--- src/sv/pdv_cell_energy_density_update_macros.svh ---
// Assertion macros for the file that carries concurrent checks.
`ifndef PDV_CELL_ENERGY_DENSITY_UPDATE_MACROS_SVH
`define PDV_CELL_ENERGY_DENSITY_UPDATE_MACROS_SVH

// Same-cycle implication, held off during reset.
`define PDVU_CHECK(lbl, ante, cons, msg) \
  lbl: assert property (@(posedge clk) disable iff (!rst_n) (ante) |-> (cons)) \
    else $error(msg);

// Next-cycle implication, not gated by reset.
`define PDVU_CHECK_NEXT(lbl, ante, cons, msg) \
  lbl: assert property (@(posedge clk) (ante) |=> (cons)) else $error(msg);

`endif

--- src/sv/pdvu_pkg.sv ---
// Shared widths, constants and the queue entry type of the pdV cell update.
package pdvu_pkg;

  localparam int unsigned VEL_W      = 16;
  localparam int unsigned SUM_W      = 18;
  localparam int unsigned AREA_W     = 32;
  localparam int unsigned PROD_W     = 50;
  localparam int unsigned PF_W       = 52;
  localparam int unsigned PFMAG_W    = 51;
  localparam int unsigned DT_W       = 32;
  localparam int unsigned PLO_W      = 64;
  localparam int unsigned PHI_W      = PFMAG_W - 32 + DT_W;
  localparam int unsigned FS_W       = 84;
  localparam int unsigned FLUX_SHIFT = 38;
  localparam int unsigned FMAG_W     = FS_W - FLUX_SHIFT;
  localparam int unsigned FMAG_LO_W  = 23;
  localparam int unsigned PQ_W       = 33;
  localparam int unsigned MP_W       = PQ_W + FMAG_LO_W;
  localparam int unsigned EP_W       = MP_W + FMAG_LO_W;
  localparam int unsigned DEN_W      = 47;
  localparam int unsigned RHOV_W     = 62;
  localparam int unsigned NR_W       = 49;
  localparam int unsigned D2R_W      = DEN_W;
  localparam int unsigned NE_W       = 96;
  localparam int unsigned D2E_W      = RHOV_W + 1;
  localparam int unsigned RQ_W       = 31;
  localparam int unsigned EQ_W       = 41;
  localparam int unsigned CFG_IDX_W  = 2;
  localparam int unsigned Q_DEPTH    = 4;

  localparam logic [31:0]       SAT32 = 32'h7FFF_FFFF;
  localparam logic [EQ_W-1:0]   ECAP  = {1'b1, {(EQ_W-1){1'b0}}};
  localparam logic [CFG_IDX_W-1:0] REG_TIME_STEP    = 2'd0;
  localparam logic [CFG_IDX_W-1:0] REG_PREDICT_MODE = 2'd1;

  // Work handed from the front end to the divider back end.
  typedef struct packed {
    logic                    fault;
    logic                    add_m;
    logic [30:0]             rho;
    logic signed [31:0]      e0;
    logic [NR_W-1:0]         n_r;
    logic [D2R_W-1:0]        d2_r;
    logic [NE_W-1:0]         n_e;
    logic [D2E_W-1:0]        d2_e;
  } pdvu_job_t;

endpackage

--- src/sv/pdvu_queue.sv ---
// Short FIFO between the front end and the divider back end.
module pdvu_queue #(
  parameter int unsigned DEPTH = pdvu_pkg::Q_DEPTH
) (
  input  logic                 clk,
  input  logic                 rst_n,
  input  logic                 push,
  input  pdvu_pkg::pdvu_job_t  din,
  output logic                 full,
  input  logic                 pop,
  output pdvu_pkg::pdvu_job_t  dout,
  output logic                 empty
);
  import pdvu_pkg::*;

  localparam int unsigned PTR_W = $clog2(DEPTH);
  localparam int unsigned CNT_W = $clog2(DEPTH + 1);

  pdvu_job_t         mem_r [DEPTH];
  logic [PTR_W-1:0]  wr_ptr_r, rd_ptr_r;
  logic [CNT_W-1:0]  cnt_r;

  assign full  = (cnt_r == CNT_W'(DEPTH));
  assign empty = (cnt_r == '0);
  assign dout  = mem_r[rd_ptr_r];

  always_ff @(posedge clk) begin
    if (!rst_n) begin
      wr_ptr_r <= '0;
      rd_ptr_r <= '0;
      cnt_r    <= '0;
    end else begin
      if (push) begin
        wr_ptr_r <= (wr_ptr_r == PTR_W'(DEPTH - 1)) ? '0 : wr_ptr_r + 1'b1;
      end
      if (pop) begin
        rd_ptr_r <= (rd_ptr_r == PTR_W'(DEPTH - 1)) ? '0 : rd_ptr_r + 1'b1;
      end
      if (push && !pop) begin
        cnt_r <= cnt_r + 1'b1;
      end else if (pop && !push) begin
        cnt_r <= cnt_r - 1'b1;
      end
    end
  end

  always_ff @(posedge clk) begin
    if (push) begin
      mem_r[wr_ptr_r] <= din;
    end
  end

endmodule

--- config.mk ---
export PLATFORM = sky130hd
export DESIGN_NAME = pdvu_queue
export DESIGN_NICKNAME = d
export VERILOG_FILES = /design/src/sv/pdv_cell_energy_density_update_macros.svh /design/src/sv/pdvu_pkg.sv /design/src/sv/pdvu_queue.sv
export SDC_FILE = /design/constraint.sdc
export NUM_CORES = 1
export LEC_CHECK = 0
export ABC_AREA = 1
export BUFFER_PORTS_ARGS = -buffer_cell sky130_fd_sc_hd__buf_2
export CAP_MARGIN = 20
export CORE_MARGIN = 2
export CORE_UTILIZATION = 25
export CTS_BUF_LIST = sky130_fd_sc_hd__clkbuf_2
export DETAILED_ROUTE_END_ITERATION = 7
export SLEW_MARGIN = 0
export SYNTH_ARGS = -nofsm -noshare
export SYNTH_HDL_FRONTEND = slang
export SYNTH_SLANG_ARGS = --single-unit
--- constraint.sdc ---
create_clock -name clk -period 12.1 [get_ports clk]
set_input_delay 2.42 -clock clk [delete_from_list [all_inputs] [get_ports clk]]
set_output_delay 2.42 -clock clk [all_outputs]
set_load 0.01 [all_outputs]
==> results.tsv <==
stage	metric	value	unit
run_status	status	complete, no violations	
global_route	vias in the first global route	29400	
clock_network	CTS max path bufs	4	
setup_path	Crit-path slowest cell	buf_4	
detailed_routing	drt pass-1 iters	5	
detailed_routing	vias per inst	4.44	
timing	RSZ-0062 raised after global routing	no	
synth	top cell type's share of synthesized area	80.2	%
timing	Worst Skew	141	ps
timing	relative slew slack	8.08	%
setup_path	R2R cell count	5	
setup_path	arrival time worst endpoint	5130	ps
synth	FFs w/ async S/R, synth	0	%
power	P_int	6.55	mW
finish	final instance area	56100	um2
placement	port bufs	645	
clock_network	latest clock arrival within the worst-skew pair	1610	ps
detailed_routing	Final ANT Viol Nets	0	
detailed_routing	vias	29800	
timing	Min Hold Slack	540	ps
clock_network	Post-CTS Resized	0	
clock_network	clk slew on worst S/H paths	110	ps
placement	cell area after placement	53200	um2
clock_network	Post-CTS Hold Buffers	0	
synth	syn avg cell area	15.2	um2
synth	Syn Inst Count	3153	
synth	syn_nets	3484	
synth	synth cell count leaders	1,280 x edfxtp_1, 648 x nor2_1, 363 x o21ai_0	
finish	share of layout cells above drive strength 1	28.2	%
finish	Area growth syn-to-layout	17.1	%
die	Initial Util	25.2	%
setup_path	worst r2r src	wr_ptr_r[0]	
detailed_routing	drt wl/cell	19.2	um
finish	Net count, final	4288	
clock_network	H-tree depth	5	
clock_network	root buf cell	clkbuf_2	
synth	post-synth top area cell	edfxtp_1	
detailed_routing	post-detailed-routing wire length	129000	um
min_path	type of the most critical hold path	register to register	
die	row count	160	
placement	routability cong.	0.818	
global_route	initial antenna violation count	81	
setup_path	largest fanout on the critical path	139	
timing	max-slew violation count	0	
power	leakage	19.4	nW
global_route	largest net degree at the start of global routing	340	
setup_path	Crit path top cell by count	buf_4	
clock_network	# Post-CTS Setup Buffers	0	
placement	placed wire-length estimate	74600	um
synth	ys flop type	edfxtp_1	
global_route	GR Overflow Total	0	
timing	Final Hold Fails	0	
synth	largest cells by area after synthesis	edfxtp_1 80%, nor2_1 5.1%, o22ai_1 4.2%, o21ai_0 3.8%, o21ai_1 2.9%	
timing	FMAX	0.132	GHz
power	combinational share of power	10.8	%
synth	Post-synth EDFFs	1280	
min_path	hold path start	wr_ptr_r[1]	
clock_network	clock sink total	1289	
global_route	total track usage	12.7	%
die	die height	442	um
synth	most frequent cell after synthesis	edfxtp_1	
power	Total Power	8.97	mW
synth	register bit count reported by yosys	1289	
power	Clock Power Share	31.8	%
power	Cell Pwr Density	160	nW/um2
die	# IOs	646	
synth	register area share after synthesis	80.6	%
detailed_routing	# DRC	0	
power	maximum VDD drop	89.2	uV
timing	worst-margin pin slew	1380	ps
timing	setup TNS	0	ps
setup_path	Largest stage delay, worst path	820	ps
timing	Final Cycle Share	62.4	%
die	Die X	442	um
setup_path	number of buffers and inverters on the critical path	4	
die	area of the core	190000	um2
die	die footprint	195000	um2
setup_path	cells along the critical path	inv_8 -> buf_4 -> buf_4 -> o21ai_1 -> o22ai_1 -> buf_2	
setup_path	critical path startpoint category	register	
setup_path	crit-path leading delay family	buffers and inverters	
clock_network	CTS tree	done	
power	Sw Ratio	27.0	%
synth	Yosys cell types	22	
setup_path	instance count on the critical path	6	
power	Net Sw Power	2.42	mW
setup_path	crit path capture type	primary output	
setup_path	Worst Path Class, Setup	register to primary output	
min_path	worst hold stages	2	
setup_path	CP required	9680	ps
timing	fin crit period	7550	ps
synth	Post-Syn Area	47900	um2
clock_network	TritonCTS Buffers	344	
global_route	first-pass GRT wire length	187000	um
synth	yosys warns	0	
timing	Setup Viol. Count Final	0	
power	Reg power frac	57.4	%
flow_run	# Max-Cap Violations	0	
detailed_routing	starting DRC count in detailed routing	1967	
-- power groups by stage --
stage | clock [mW] | combinational [mW] | sequential, mW
6_report | 2.85 | 0.969 | 5.15
5_1_grt | 3.19 | 1.05 | 5.17
4_1_cts | 2.98 | 0.985 | 5.15
3_5_place_dp | 0 | 0.982 | 5.26
3_3_place_gp | 0 | 0.970 | 5.25
2_1_floorplan | 0 | 0.537 | 5.29
-- worst paths after layout --
kind	end	slack, ps
worst max-delay path	dout[72]	4550
worst min-delay path	wr_ptr_r[1]	540
worst max register to register	mem_r[3][97]	8570
worst min register to register	wr_ptr_r[1]	540
-- final cells by class --
class	instances	area, um2
diodes	47	118
clock buffers	466	2330
clock inverters	72	453
fillers	19200	134000
inverters	16	124
multi-input cells	1636	7830
flip-flops and latches	1289	38600
well taps	2511	3140
repair buffers	670	3500
-- layout by cell type (no fill, tap or decap), types with 7 or more instances in the layout --
master	count
buf_12	7
o21ai_0	363
clkinv_2	14
inv_1	10
o21ai_1	280
diode_2	47
buf_2	645
dfxtp_1	7
nand2_1	8
clkinv_1	46
clkbuf_2	466
o22ai_1	320
edfxtp_1	1280
nor2_1	648
buf_4	18
-- sequential cells by signal (all words and copies together), names as in the netlist, named ones only --
| signal | count |
|---|---|
| rd_ptr_r | 2 |
| wr_ptr_r | 2 |
| cnt_r | 3 |
| mem_r | 1280 |
-- routing by layer --
metal	up-vias	global-route usage (%)	part of all wire (%)
li1	13800	-	-
met1	14500	13.5	37
met2	1063	21.6	51
met3	349	3.99	6.6
met4	22	8.43	5.3
met5	-	0	0.11
-- metrics by stage --
| stage | utilization [%] | setup WS [ps] | instances |
|---|---|---|---|
| after floorplan | - | 2840 | 3153 |
| after global placement | 28.0 | 6100 | 6122 |
| after detailed placement | 28.0 | 6050 | 6122 |
| after CTS | 29.4 | 3910 | 6660 |
| after global routing | 29.5 | 3850 | 6704 |
| final | 29.5 | 4550 | 6707 |
-- tightest hold or removal path: stages (launching register included) --
cell     delay, ps
dfxtp_1        340
inv_1           90
a21oi_1         70
-- cell families after synthesis --
| logic type | share of synthesized area [%] |
|---|---|
| flip-flops | 80.6 |
| buffers and inverters | 3.11 |
| XOR/XNOR | 0.0183 |
| AND/OR/NAND/NOR | 5.20 |
| AO/OA/AOI/OAI | 10.9 |
| adder cells (fa/ha/maj) | 0.198 |
(Power assumes the default switching activity.)
